===== config.mk =====
export PLATFORM = sky130hd
export DESIGN_NAME = quad_tank_euler_step
export DESIGN_NICKNAME = d
export VERILOG_FILES = /design/src/sv/qte_pkg.sv /design/src/sv/qte_sqrt.sv /design/src/sv/qte_datapath.sv /design/src/sv/qte_sequencer.sv /design/src/sv/quad_tank_euler_step.sv
export SDC_FILE = /design/constraint.sdc
export NUM_CORES = 2
export LEC_CHECK = 0
export BUFFER_PORTS_ARGS = -buffer_cell sky130_fd_sc_hd__clkbuf_2
export CORE_MARGIN = 2
export CORE_UTILIZATION = 46
export CTS_BUF_LIST = sky130_fd_sc_hd__clkbuf_4
export CTS_CLUSTER_SIZE = 20
export DETAILED_ROUTE_END_ITERATION = 8
export HOLD_SLACK_MARGIN = 0.02
export PLACE_DENSITY = 0.58
export SLEW_MARGIN = 5
export SYNTH_ARGS = -nofsm -noshare
export SYNTH_HDL_FRONTEND = slang
export SYNTH_SLANG_ARGS = --single-unit

===== constraint.sdc =====
create_clock -name clk -period 42.6 [get_ports clk]
set_input_delay 10.65 -clock clk [delete_from_list [all_inputs] [get_ports clk]]
set_output_delay 10.65 -clock clk [all_outputs]
set_load 0.05 [all_outputs]

===== src/sv/qte_pkg.sv =====
// Shared types, constants and the microcode program for the quad tank Euler step.
// Used by every module of the block; depends on nothing else.
package qte_pkg;

  localparam int LEVEL_W = 32;
  localparam int GAIN_W = 32;
  localparam int GAIN_FRAC_BITS = 24;
  localparam int VOLT_W = 16;
  localparam int VOLT_FRAC_BITS = 8;
  localparam int CFG_DATA_W = 64;
  localparam int CFG_IDX_W = 3;
  localparam int PC_W = 5;
  localparam int TANK_IDX_W = 2;
  localparam int NUM_TANKS = 4;
  localparam int LEVEL_FRAC_BITS_DEF = 16;

  typedef enum logic [CFG_IDX_W-1:0] {
    REG_DRAIN_1 = 3'd0,
    REG_DRAIN_2 = 3'd1,
    REG_DRAIN_3 = 3'd2,
    REG_DRAIN_4 = 3'd3,
    REG_CROSS_31 = 3'd4,
    REG_CROSS_42 = 3'd5,
    REG_PUMP_1 = 3'd6,
    REG_PUMP_2 = 3'd7
  } cfg_reg_t;

  typedef enum logic [1:0] {
    COND_ALWAYS = 2'd0,
    COND_IN = 2'd1,
    COND_SQRT = 2'd2,
    COND_OUT = 2'd3
  } cond_t;

  typedef enum logic [3:0] {
    G_DRAIN_1 = 4'd0,
    G_DRAIN_2 = 4'd1,
    G_DRAIN_3 = 4'd2,
    G_DRAIN_4 = 4'd3,
    G_CROSS_31 = 4'd4,
    G_CROSS_42 = 4'd5,
    G_P1_LO = 4'd6,
    G_P1_HI = 4'd7,
    G_P2_LO = 4'd8,
    G_P2_HI = 4'd9
  } gain_sel_t;

  typedef enum logic [1:0] {
    B_ROOT = 2'd0,
    B_VOLT_1 = 2'd1,
    B_VOLT_2 = 2'd2
  } mulb_sel_t;

  typedef enum logic [2:0] {
    ACC_NONE = 3'd0,
    ACC_LOAD = 3'd1,
    ACC_ADD_ROOT = 3'd2,
    ACC_ADD_PUMP = 3'd3,
    ACC_SUB_ROOT = 3'd4,
    ACC_SETTLE = 3'd5
  } acc_op_t;

  typedef struct packed {
    cond_t cond;
    logic [PC_W-1:0] next;
    logic in_take;
    logic sqrt_start;
    logic root_wr;
    logic [TANK_IDX_W-1:0] tank;
    logic mul_en;
    gain_sel_t gain_sel;
    mulb_sel_t b_sel;
    logic [TANK_IDX_W-1:0] b_tank;
    acc_op_t acc_op;
    logic out_load;
  } ucode_t;

  typedef struct packed {
    logic fire;
    ucode_t uc;
  } ctl_t;

  typedef struct packed {
    logic sqrt_busy;
    logic out_busy;
  } stat_t;

  // The program. A step's actions take effect at the edge where its condition holds.
  function automatic ucode_t qte_ucode(input logic [PC_W-1:0] pc);
    ucode_t w;
    w = '0;
    w.next = pc + 1'b1;
    unique case (pc)
      5'd0: begin
        w.cond = COND_IN;
        w.in_take = 1'b1;
      end
      5'd1, 5'd3, 5'd5, 5'd7: begin
        w.sqrt_start = 1'b1;
        w.tank = pc[TANK_IDX_W:1];
      end
      5'd2, 5'd4, 5'd6, 5'd8: begin
        w.cond = COND_SQRT;
        w.root_wr = 1'b1;
        w.tank = pc[TANK_IDX_W:1] - 1'b1;
      end
      // Tank 1: level + cross(root 3) + pump 1 low - drain(root 1).
      5'd9: begin
        w.acc_op = ACC_LOAD;
        w.tank = 2'd0;
        w.mul_en = 1'b1;
        w.gain_sel = G_CROSS_31;
        w.b_sel = B_ROOT;
        w.b_tank = 2'd2;
      end
      5'd10: begin
        w.acc_op = ACC_ADD_ROOT;
        w.mul_en = 1'b1;
        w.gain_sel = G_P1_LO;
        w.b_sel = B_VOLT_1;
      end
      5'd11: begin
        w.acc_op = ACC_ADD_PUMP;
        w.mul_en = 1'b1;
        w.gain_sel = G_DRAIN_1;
        w.b_sel = B_ROOT;
        w.b_tank = 2'd0;
      end
      5'd12: w.acc_op = ACC_SUB_ROOT;
      5'd13: begin
        w.acc_op = ACC_SETTLE;
        w.tank = 2'd0;
      end
      // Tank 2: level + cross(root 4) + pump 2 low - drain(root 2).
      5'd14: begin
        w.acc_op = ACC_LOAD;
        w.tank = 2'd1;
        w.mul_en = 1'b1;
        w.gain_sel = G_CROSS_42;
        w.b_sel = B_ROOT;
        w.b_tank = 2'd3;
      end
      5'd15: begin
        w.acc_op = ACC_ADD_ROOT;
        w.mul_en = 1'b1;
        w.gain_sel = G_P2_LO;
        w.b_sel = B_VOLT_2;
      end
      5'd16: begin
        w.acc_op = ACC_ADD_PUMP;
        w.mul_en = 1'b1;
        w.gain_sel = G_DRAIN_2;
        w.b_sel = B_ROOT;
        w.b_tank = 2'd1;
      end
      5'd17: w.acc_op = ACC_SUB_ROOT;
      5'd18: begin
        w.acc_op = ACC_SETTLE;
        w.tank = 2'd1;
      end
      // Tank 3: level + pump 2 high - drain(root 3).
      5'd19: begin
        w.acc_op = ACC_LOAD;
        w.tank = 2'd2;
        w.mul_en = 1'b1;
        w.gain_sel = G_P2_HI;
        w.b_sel = B_VOLT_2;
      end
      5'd20: begin
        w.acc_op = ACC_ADD_PUMP;
        w.mul_en = 1'b1;
        w.gain_sel = G_DRAIN_3;
        w.b_sel = B_ROOT;
        w.b_tank = 2'd2;
      end
      5'd21: w.acc_op = ACC_SUB_ROOT;
      5'd22: begin
        w.acc_op = ACC_SETTLE;
        w.tank = 2'd2;
      end
      // Tank 4: level + pump 1 high - drain(root 4).
      5'd23: begin
        w.acc_op = ACC_LOAD;
        w.tank = 2'd3;
        w.mul_en = 1'b1;
        w.gain_sel = G_P1_HI;
        w.b_sel = B_VOLT_1;
      end
      5'd24: begin
        w.acc_op = ACC_ADD_PUMP;
        w.mul_en = 1'b1;
        w.gain_sel = G_DRAIN_4;
        w.b_sel = B_ROOT;
        w.b_tank = 2'd3;
      end
      5'd25: w.acc_op = ACC_SUB_ROOT;
      5'd26: begin
        w.acc_op = ACC_SETTLE;
        w.tank = 2'd3;
      end
      5'd27: begin
        w.cond = COND_OUT;
        w.out_load = 1'b1;
        w.next = '0;
      end
      default: w.next = '0;
    endcase
    return w;
  endfunction

endpackage


===== src/sv/qte_sqrt.sv =====
// Iterative floor square root of (level << LEVEL_FRAC_BITS), two root bits per cycle.
// Depends on qte_pkg.
module qte_sqrt #(
  parameter int LEVEL_FRAC_BITS = qte_pkg::LEVEL_FRAC_BITS_DEF,
  localparam int ITER = (qte_pkg::LEVEL_W + LEVEL_FRAC_BITS + 3) / 4,
  localparam int ROOT_W = 2 * ITER
) (
  input  logic clk,
  input  logic rst,
  input  logic start,
  input  logic [qte_pkg::LEVEL_W-1:0] level,
  output logic busy,
  output logic [ROOT_W-1:0] root
);
  import qte_pkg::*;

  localparam int RAD_W = 4 * ITER;
  localparam int REM_W = ROOT_W + 2;
  localparam int CNT_W = $clog2(ITER + 1);

  logic [RAD_W-1:0] rad;
  logic [REM_W-1:0] rem;
  logic [ROOT_W-1:0] q;
  logic [CNT_W-1:0] cnt;
  logic [RAD_W-1:0] rad_init;
  logic [REM_W-1:0] rem_v;
  logic [REM_W-1:0] rem_s;
  logic [REM_W-1:0] trial;
  logic [ROOT_W-1:0] q_v;

  assign rad_init = RAD_W'(level) << LEVEL_FRAC_BITS;
  assign root = q;

  // Restoring square root: the remainder stays below 2^ROOT_W before each shift,
  // so its two top bits can be dropped.
  always_comb begin
    rem_v = rem;
    q_v = q;
    rem_s = '0;
    trial = '0;
    for (int i = 0; i < 2; i++) begin
      rem_s = {rem_v[REM_W-3:0], rad[RAD_W-1-2*i -: 2]};
      trial = {q_v, 2'b01};
      if (rem_s >= trial) begin
        rem_v = rem_s - trial;
        q_v = {q_v[ROOT_W-2:0], 1'b1};
      end else begin
        rem_v = rem_s;
        q_v = {q_v[ROOT_W-2:0], 1'b0};
      end
    end
  end

  always_ff @(posedge clk) begin
    if (rst) begin
      busy <= 1'b0;
    end else if (start) begin
      busy <= 1'b1;
      cnt <= CNT_W'(ITER);
      rad <= rad_init;
      rem <= '0;
      q <= '0;
    end else if (busy) begin
      rad <= rad << 4;
      rem <= rem_v;
      q <= q_v;
      cnt <= cnt - 1'b1;
      if (cnt == CNT_W'(1)) begin
        busy <= 1'b0;
      end
    end
  end

endmodule


===== src/sv/qte_datapath.sv =====
// Datapath: gain registers, tank levels, roots, shared multiplier, accumulator, output beat.
// Depends on qte_pkg and qte_sqrt; driven by control words from qte_sequencer.
module qte_datapath #(
  parameter int LEVEL_FRAC_BITS = qte_pkg::LEVEL_FRAC_BITS_DEF
) (
  input  logic clk,
  input  logic rst,
  input  qte_pkg::ctl_t ctl,
  output qte_pkg::stat_t stat,
  input  logic [qte_pkg::VOLT_W-1:0] pump1_volts,
  input  logic [qte_pkg::VOLT_W-1:0] pump2_volts,
  input  logic cfg_write,
  input  logic [qte_pkg::CFG_IDX_W-1:0] cfg_index,
  input  logic [qte_pkg::CFG_DATA_W-1:0] cfg_data,
  input  logic out_stall,
  output logic out_valid,
  output logic [qte_pkg::LEVEL_W-1:0] level_1,
  output logic [qte_pkg::LEVEL_W-1:0] level_2,
  output logic [qte_pkg::LEVEL_W-1:0] level_3,
  output logic [qte_pkg::LEVEL_W-1:0] level_4,
  output logic saturated
);
  import qte_pkg::*;

  localparam int ITER = (LEVEL_W + LEVEL_FRAC_BITS + 3) / 4;
  localparam int ROOT_W = 2 * ITER;
  localparam int PROD_W = GAIN_W + ROOT_W;
  localparam int PUMP_SHIFT = GAIN_FRAC_BITS + VOLT_FRAC_BITS - LEVEL_FRAC_BITS;
  localparam int TERM_W = (ROOT_W + LEVEL_FRAC_BITS > LEVEL_W) ?
                          ROOT_W + LEVEL_FRAC_BITS : LEVEL_W;
  // Three positive terms less one, plus a sign bit.
  localparam int ACC_W = TERM_W + 3;

  logic [GAIN_W-1:0] drain [NUM_TANKS];
  logic [GAIN_W-1:0] cross_31;
  logic [GAIN_W-1:0] cross_42;
  logic [CFG_DATA_W-1:0] pump1_gains;
  logic [CFG_DATA_W-1:0] pump2_gains;
  logic [LEVEL_W-1:0] tank [NUM_TANKS];
  logic [ROOT_W-1:0] roots [NUM_TANKS];
  logic [VOLT_W-1:0] volt1;
  logic [VOLT_W-1:0] volt2;
  logic [PROD_W-1:0] prod;
  logic [ACC_W-1:0] acc;
  logic sat_run;

  logic [GAIN_W-1:0] mul_a;
  logic [ROOT_W-1:0] mul_b;
  logic [ACC_W-1:0] root_term;
  logic [ACC_W-1:0] pump_term;
  logic [LEVEL_W-1:0] settled;
  logic settle_sat;
  logic sq_start;
  logic sq_busy;
  logic [ROOT_W-1:0] sq_root;
  logic fire;

  assign fire = ctl.fire;
  assign sq_start = fire && ctl.uc.sqrt_start;

  qte_sqrt #(
    .LEVEL_FRAC_BITS(LEVEL_FRAC_BITS)
  ) u_sqrt (
    .clk(clk),
    .rst(rst),
    .start(sq_start),
    .level(tank[ctl.uc.tank]),
    .busy(sq_busy),
    .root(sq_root)
  );

  assign stat.sqrt_busy = sq_busy;
  assign stat.out_busy = out_valid && out_stall;

  always_comb begin
    unique case (ctl.uc.gain_sel)
      G_DRAIN_1: mul_a = drain[0];
      G_DRAIN_2: mul_a = drain[1];
      G_DRAIN_3: mul_a = drain[2];
      G_DRAIN_4: mul_a = drain[3];
      G_CROSS_31: mul_a = cross_31;
      G_CROSS_42: mul_a = cross_42;
      G_P1_LO: mul_a = pump1_gains[GAIN_W-1:0];
      G_P1_HI: mul_a = pump1_gains[2*GAIN_W-1:GAIN_W];
      G_P2_LO: mul_a = pump2_gains[GAIN_W-1:0];
      G_P2_HI: mul_a = pump2_gains[2*GAIN_W-1:GAIN_W];
      default: mul_a = '0;
    endcase
  end

  always_comb begin
    unique case (ctl.uc.b_sel)
      B_ROOT: mul_b = roots[ctl.uc.b_tank];
      B_VOLT_1: mul_b = ROOT_W'(volt1);
      B_VOLT_2: mul_b = ROOT_W'(volt2);
      default: mul_b = '0;
    endcase
  end

  // Each product is truncated on its own before it enters the sum.
  assign root_term = ACC_W'(prod >> GAIN_FRAC_BITS);
  assign pump_term = ACC_W'(prod >> PUMP_SHIFT);

  always_comb begin
    if (acc[ACC_W-1]) begin
      settled = '0;
      settle_sat = 1'b1;
    end else if (|acc[ACC_W-2:LEVEL_W]) begin
      settled = '1;
      settle_sat = 1'b1;
    end else begin
      settled = acc[LEVEL_W-1:0];
      settle_sat = 1'b0;
    end
  end

  always_ff @(posedge clk) begin
    if (rst) begin
      for (int i = 0; i < NUM_TANKS; i++) begin
        drain[i] <= '0;
      end
      cross_31 <= '0;
      cross_42 <= '0;
      pump1_gains <= '0;
      pump2_gains <= '0;
    end else if (cfg_write) begin
      unique case (cfg_reg_t'(cfg_index))
        REG_DRAIN_1: drain[0] <= cfg_data[GAIN_W-1:0];
        REG_DRAIN_2: drain[1] <= cfg_data[GAIN_W-1:0];
        REG_DRAIN_3: drain[2] <= cfg_data[GAIN_W-1:0];
        REG_DRAIN_4: drain[3] <= cfg_data[GAIN_W-1:0];
        REG_CROSS_31: cross_31 <= cfg_data[GAIN_W-1:0];
        REG_CROSS_42: cross_42 <= cfg_data[GAIN_W-1:0];
        REG_PUMP_1: pump1_gains <= cfg_data;
        REG_PUMP_2: pump2_gains <= cfg_data;
      endcase
    end
  end

  always_ff @(posedge clk) begin
    if (fire && ctl.uc.in_take) begin
      volt1 <= pump1_volts;
      volt2 <= pump2_volts;
    end
    if (fire && ctl.uc.root_wr) begin
      roots[ctl.uc.tank] <= sq_root;
    end
    if (fire && ctl.uc.mul_en) begin
      prod <= PROD_W'(mul_a) * PROD_W'(mul_b);
    end
    if (fire) begin
      unique case (ctl.uc.acc_op)
        ACC_LOAD: acc <= ACC_W'(tank[ctl.uc.tank]);
        ACC_ADD_ROOT: acc <= acc + root_term;
        ACC_ADD_PUMP: acc <= acc + pump_term;
        ACC_SUB_ROOT: acc <= acc - root_term;
        default: acc <= acc;
      endcase
    end
  end

  always_ff @(posedge clk) begin
    if (rst) begin
      for (int i = 0; i < NUM_TANKS; i++) begin
        tank[i] <= '0;
      end
      sat_run <= 1'b0;
    end else if (fire && ctl.uc.in_take) begin
      sat_run <= 1'b0;
    end else if (fire && ctl.uc.acc_op == ACC_SETTLE) begin
      tank[ctl.uc.tank] <= settled;
      sat_run <= sat_run | settle_sat;
    end
  end

  always_ff @(posedge clk) begin
    if (rst) begin
      out_valid <= 1'b0;
    end else if (fire && ctl.uc.out_load) begin
      out_valid <= 1'b1;
      level_1 <= tank[0];
      level_2 <= tank[1];
      level_3 <= tank[2];
      level_4 <= tank[3];
      saturated <= sat_run;
    end else if (out_valid && !out_stall) begin
      out_valid <= 1'b0;
    end
  end

endmodule


===== src/sv/qte_sequencer.sv =====
// Microcode sequencer: step counter, program table lookup and conditional advance.
// Depends on qte_pkg for the program and the control word layout.
module qte_sequencer (
  input  logic clk,
  input  logic rst,
  input  logic in_valid,
  output logic in_stall,
  input  qte_pkg::stat_t stat,
  output qte_pkg::ctl_t ctl
);
  import qte_pkg::*;

  logic [PC_W-1:0] pc;
  logic [PC_W-1:0] pc_next;
  ucode_t uc;
  logic go;

  assign uc = qte_ucode(pc);

  always_comb begin
    unique case (uc.cond)
      COND_ALWAYS: go = 1'b1;
      COND_IN: go = in_valid;
      COND_SQRT: go = !stat.sqrt_busy;
      COND_OUT: go = !stat.out_busy;
      default: go = 1'b0;
    endcase
  end

  assign in_stall = (uc.cond != COND_IN);
  assign ctl.fire = go;
  assign ctl.uc = uc;
  assign pc_next = go ? uc.next : pc;

  always_ff @(posedge clk) begin
    if (rst) begin
      pc <= '0;
    end else begin
      pc <= pc_next;
    end
  end

endmodule


===== src/sv/quad_tank_euler_step.sv =====
// Top level of the four-tank Euler step: sequencer plus datapath.
// Depends on qte_pkg, qte_sequencer, qte_datapath and qte_sqrt.
//
//  channel | handshake            | payload
//  --------+----------------------+---------------------------------------------
//  in      | in_valid / in_stall  | pump1_volts, pump2_volts
//  out     | out_valid / out_stall| level_1..level_4, saturated
//  cfg     | cfg_write            | cfg_index, cfg_data
//
// The four square roots run in turn on the one shared root unit, two root bits
// a cycle, and take up most of each beat.
// Reset clears the gain registers, the tank levels and the output beat.
// A new input beat is taken while the previous result still waits; the block
// only holds in its last step when that result has not yet been taken.
module quad_tank_euler_step #(
  parameter int LEVEL_FRAC_BITS = qte_pkg::LEVEL_FRAC_BITS_DEF
) (
  input  logic clk,
  input  logic rst,
  input  logic in_valid,
  output logic in_stall,
  input  logic [qte_pkg::VOLT_W-1:0] pump1_volts,
  input  logic [qte_pkg::VOLT_W-1:0] pump2_volts,
  output logic out_valid,
  input  logic out_stall,
  output logic [qte_pkg::LEVEL_W-1:0] level_1,
  output logic [qte_pkg::LEVEL_W-1:0] level_2,
  output logic [qte_pkg::LEVEL_W-1:0] level_3,
  output logic [qte_pkg::LEVEL_W-1:0] level_4,
  output logic saturated,
  input  logic cfg_write,
  input  logic [qte_pkg::CFG_IDX_W-1:0] cfg_index,
  input  logic [qte_pkg::CFG_DATA_W-1:0] cfg_data
);
  import qte_pkg::*;

  ctl_t ctl;
  stat_t stat;

  qte_sequencer u_seq (
    .clk(clk),
    .rst(rst),
    .in_valid(in_valid),
    .in_stall(in_stall),
    .stat(stat),
    .ctl(ctl)
  );

  qte_datapath #(
    .LEVEL_FRAC_BITS(LEVEL_FRAC_BITS)
  ) u_dp (
    .clk(clk),
    .rst(rst),
    .ctl(ctl),
    .stat(stat),
    .pump1_volts(pump1_volts),
    .pump2_volts(pump2_volts),
    .cfg_write(cfg_write),
    .cfg_index(cfg_index),
    .cfg_data(cfg_data),
    .out_stall(out_stall),
    .out_valid(out_valid),
    .level_1(level_1),
    .level_2(level_2),
    .level_3(level_3),
    .level_4(level_4),
    .saturated(saturated)
  );

endmodule


After elaboration in Yosys (flattened, before gate mapping)
Memory sizes are Yosys's and may differ from the RTL's. A register that Yosys moved wholly into a read port is not among the register bits.
Index checks and enable logic that the tools add are counted.
W data, S select, Z words.
- add/subtract/negate cells: 8
- multipliers: 1
- divide/modulo/power cells: 0
- order comparisons: 2
- equality and inequality tests: 55
- shift operators: 0
- muxes and demuxes: 63
- bitwise logic cells: 6
- reductions and logical operators: 42
- operators with widths (cell ; number):
    $pmux W32 S10 ; 1
    $mux W32 ; 7
    $pmux W43 S4 ; 1
    $mux W24 ; 4
    $mux W48 ; 2
    $pmux W24 S3 ; 1
    $pmux W7 S10 ; 1
    $eq A5 B5 Y1 const B ; 12
    $mul A32 B24 Y56 ; 1
    $ge A26 B26 Y1 ; 2
    $sub A24 B24 Y24 ; 2
    $add A43 B32 Y43 ; 1
    $add A43 B40 Y43 ; 1
    $sub A43 B32 Y43 ; 1
    $eq A5 B4 Y1 const B ; 8
    $mux W1 ; 38
    $reduce_or A32 Y1 ; 1
    $reduce_or A27 Y1 ; 1
    $reduce_or A4 Y1 ; 6
    $eq A5 B3 Y1 const B ; 4
    $eq A3 B3 Y1 const B ; 6
    $eq A4 B3 Y1 const B ; 4
    $pmux W3 S5 ; 1
    $reduce_and A2 Y1 ; 7
    other kinds (31) ; 64
- bits in registers: 428
- bits in latches: 0
- bits in writable memories: 352
- bits in read-only memories: 0
- bits of input ports: 104
- output and inout port bits: 131
- logic and storage cells: 198
- memories kept: 3
- memories (memory ; depth ; bits a word ; read ports ; clocked after memory_dff ; write ports ; RTL line ; RTL):
    u_dp.drain ; 4 ; 32 ; 4 ; 0 ; 4 ; qte_datapath.sv:34 ; logic [GAIN_W-1:0] drain [NUM_TANKS];
    u_dp.tank ; 4 ; 32 ; 5 ; 4 ; 4 ; qte_datapath.sv:39 ; logic [LEVEL_W-1:0] tank [NUM_TANKS];
    u_dp.roots ; 4 ; 24 ; 1 ; 0 ; 1 ; qte_datapath.sv:40 ; logic [ROOT_W-1:0] roots [NUM_TANKS];

Logic depth before layout (Yosys ltp)
- depth after elaboration: 12
- gate-level depth with buffers: 43
- gate-level depth less buffers: 38

Cells and area by module
A second synthesis with hierarchy kept.
- cells, all modules: 6645
- area, all modules: 65963.3 um^2
- modules (own cells, without submodules) (module ; times used ; cells an instance ; area an instance (um^2) ; seq. area each (um^2)):
    qte_datapath ; 1 ; 5827 ; 58429.8 ; 21780.9
    qte_sqrt ; 1 ; 680 ; 6575.1 ; 2542.4
    qte_sequencer ; 1 ; 138 ; 958.4 ; 100.1

Worst setup path after synthesis
OpenSTA, ideal clock, no wires.
- kind: input-to-reg
- start point: input port out_stall
- end point: register u_dp.out_valid
- library setup time: 128 ps
- arrival: 20776 ps
- data required time: 42472 ps
- slack: 21696 ps
- stages on the path: 7
- buffers on the path: 1
- cells stage by stage: nand2_1 -> o21ai_0 -> a21oi_1 -> o21ai_0 -> clkbuf_1 -> nor3_1 -> o21bai_1
- longest elaborated chain between the ends: 5
- elaborated cells on any way between the ends: 8
- those cells by class: mux (2); reduce/logical (6)
- RTL lines (item ; RTL line ; RTL):
    start, declared ; quad_tank_euler_step.sv:25 ; input logic out_stall,
    $logic_and A1 B1 Y1 ; qte_datapath.sv:73 ; assign stat.out_busy = out_valid && out_stall;
    $logic_not A1 Y1 ; qte_sequencer.sv:25 ; COND_OUT: go = !stat.out_busy;
    $pmux W1 S4 ; qte_sequencer.sv:21 ; unique case (uc.cond)
    $logic_and A1 B1 Y1 ; qte_datapath.sv:179 ; end else if (fire && ctl.uc.out_load) begin
    $mux W1 or $reduce_bool A2 Y1 (tied branches) ; n/a ;
    end signal, assigned ; qte_datapath.sv:178 ; out_valid <= 1'b0;
    end signal, assigned ; qte_datapath.sv:180 ; out_valid <= 1'b1;
    end signal, assigned ; qte_datapath.sv:187 ; out_valid <= 1'b0;
    end, declared ; qte_datapath.sv:16 ; output logic out_valid,
Parallel ways exist; a longest one is shown, timed or not.
A chain may end at the register's enable or synchronous reset.

Worst setup path after layout
- start point: register u_seq.pc[1]
- end point: output port in_stall
- longest elaborated chain between the ends: 4
- elaborated cells on any way between the ends: 9
- those cells by class: eq/ne (6); mux (1); reduce/logical (2)
- RTL lines (item ; RTL line ; RTL):
    start, declared ; qte_sequencer.sv:13 ; logic [PC_W-1:0] pc;
    start signal, assigned ; qte_sequencer.sv:39 ; pc <= pc_next;
    $eq A5 B2 Y1, or another cell as far along ; qte_pkg.sv:93 ; unique case (pc)
    $reduce_or A4 Y1 ; qte_pkg.sv:93 ;
    $pmux W2 S3 (*) ; qte_pkg.sv:93 ;
    $ne A2 B1 Y1 (*) ; qte_sequencer.sv:30 ; assign in_stall = (uc.cond != COND_IN);
    end, declared ; quad_tank_euler_step.sv:21 ; output logic in_stall,
Every way passes the cells marked *; elsewhere a longest branch is shown, timed or not.

==> flow_metrics.tcl <==
set metrics [dict create \
    setup_tns_ps 0 \
    wl_met1_um 81100 \
    grt_usage_pct 25.7 \
    drv_slew 0 \
    crit_slowest_cell "nor2b_1" \
    place_hpwl_um 134000 \
    vias_per_cell 5.38 \
    coreArea_um2 140000 \
    clockRootBuffer "clkbuf_4" \
    grt_first_pass_wirelength_um 288000 \
    cp_data_arrival_time_ps 3320 \
    max_freq_mhz 71.6 \
    rows 137 \
    slew_headroom_pct 19.8 \
    final_util_pct 51.0 \
    yosysUniqueCellTypes 83 \
    startpoint_type "flop" \
    die_x_um 380 \
    slowest_delay_ps 380 \
    worst_slew_pin_slew_ps 1200 \
    initial_core_util_pct 46.5 \
    die_area_um2 144000 \
    synth-seq-cells 880 \
    r2r_cells 34 \
    cts_tree "built" \
    drive_gt1_share_pct 11.3 \
    final_nets 8060 \
    cts.sinks 880 \
    die_h_um 380 \
    synth_ff_type "edfxtp_1" \
    status "finished clean" \
    cts_buffers 225 \
    rsz0062_at_grt "no" \
    drtIter0Drc 3665 \
    post_cts_buffers 0 \
    placed_cell_area_um2 68300 \
    fin_cells 9074 \
    reg2reg_from "u_seq.pc[3]$_SDFFE_PP0N_" \
    worstSetupStartpoint "u_seq.pc[1]$_SDFFE_PP0N_" \
    ys_async_sr_fraction_pct 0 \
    synthCells 6805 \
    drv_cap 0 \
    synth-edff-count 680 \
    crit_type "flop to output pin" \
    wire_per_inst_um 20.4 \
    worstHoldStart "u_dp.tank[3][16]$_DFFE_PP_" \
    io_pins 235 \
    critical_path.cell_chain "inv_1 -> ha_1 -> nor2b_1 -> and2_0 -> o21ai_0 -> nand3_1 -> clkbuf_2" \
    place_congestion 0.905 \
    htreeDepth 4 \
    crit_path_max_fanout 8 \
    hold_viol 0 \
    clockBufferDepth 3 \
    finalInstanceArea_um2 71300 \
    grt_pass1_vias 49700 \
    drc 0 \
    clk_pin_slew_ps 70 \
    drtAntennaViolNets 0 \
    dr.pass1.iters 6 \
    gr-total-overflow 0 \
    fin_crit_sh_pct 32.8 \
    place_inst 8665 \
    whs_path_depth 0 \
    vias 48800 \
    synth_area_um2 65000 \
    wirelength_um 185000 \
    clock_latency_ps 1210 \
    final_cell_mix "nand2_1 (1381), inv_1 (903), edfxtp_1 (680), fa_1 (658), nor2_1 (494)" \
    met2_length_um 86600 \
    antenna_found_initial 4 \
    required_ps 31950 \
    syn_nets 7849 \
    period_minus_slack_ps 13970 \
    area_growth_pct 9.72 \
    routed.top_layer "met5" \
    final_common_cell "nand2_1" \
    postCtsHoldBufs 0 \
    cts_resized 0 \
    portBuffers 234 \
    seq_area_frac_synth_pct 37.6 \
    setup_viol 0 \
    hold_class "flop to flop" \
    endpoint_kind "output pin" \
    grt_max_degree 86 \
    syn_area_per_cell_um2 9.55 \
    wl_met3_um 12600 \
    yosysWarnings 0 \
    final.setup_skew_ps 101 \
]
==> final cells by class <==
type                    instances  area (µm²)
multi-input cells            4660       36200
well taps                    1876        2350
diodes                          7        17.5
repair buffers                345        2010
inverters                     904        3390
clock buffers                 336        2520
clock inverters                66         458
fillers                     13200       68500
flip-flops and latches        880       24400
==> path summary, 6_finish.rpt <==
path                             end  slack (ps)
min            level_4[16]$_DFFE_PP_         420
max                         in_stall       28630
min reg2reg    level_4[16]$_DFFE_PP_         420
max reg2reg  u_dp.prod[54]$_DFFE_PP_       31010
==> layer usage <==
metal  vias to the layer above  global-route usage (%)
li1                      22700                       -
met1                     24300                    34.8
met2                      1587                    41.9
met3                       251                    5.16
met4                         2                    7.33
met5                         -                       0
==> cells by family (layout without fill, tap and decap cells) <==
logic type / count (synthesis) / count (layout) / synth area share [%]
muxes: 93 / 93 / 1.52
buffers and inverters: 1265 / 1651 / 7.34
DFF: 880 / 880 / 37.6
other: 0 / 7 / 0
and+or+nand+nor: 2348 / 2348 / 15.3
adders and majority gates: 940 / 940 / 25.7
xor gates and xnor gates: 159 / 159 / 2.14
AOI/OAI and AO/OA: 1120 / 1120 / 10.4
==> synthesized netlist by cell type, types with 19 or more instances <==
library cell	instances	area [µm²]
clkbuf_1	339	1270
a21o_1	93	698
fa_1	658	13200
nand4_1	19	119
nand2b_1	29	181
mux2_2	24	270
ha_1	282	3530
a221o_1	41	410
a221oi_1	46	403
xor2_1	69	604
xnor2_1	90	788
nand2_1	1384	5190
nor2_1	506	1900
nor3_1	43	215
and2_1	188	1180
o21ai_0	276	1380
o21bai_1	21	158
a21oi_1	470	2350
a31oi_1	20	125
mux2i_1	67	671
edfxtp_1	680	20400
nor2b_1	22	138
inv_1	903	3390
nand3_1	63	315
dfxtp_1	200	4000
==> critical path: cells and delay by family, from the launching register on <==
kind	cells	cell delay, ps
AOI/OAI and AO/OA	1	150
adders and majority gates	1	360
DFF	1	360
and+or+nand+nor	3	710
buffers and inverters	2	540
==> sequential cells by signal, summed over array words and instances, names as in the netlist, 40 cells and up <==
signal	flops
u_dp.roots	96
u_dp.pump1_gains	64
u_dp.pump2_gains	64
u_dp.tank	128
u_dp.drain	128
u_dp.acc	43
u_dp.prod	40
==> metrics by stage <==
step | hold slack [ps] | setup WS [ps]
final | 417 | 28630
after global routing | 402 | 28330
after CTS | 398 | 28490
after detailed placement | 424 | 28810
after global placement | 425 | 28810
after floorplan | 408 | 21700
Power is left out: the tool's default activity adds up to more than one toggle a clock period on the data nets, which glitch-free logic cannot reach.
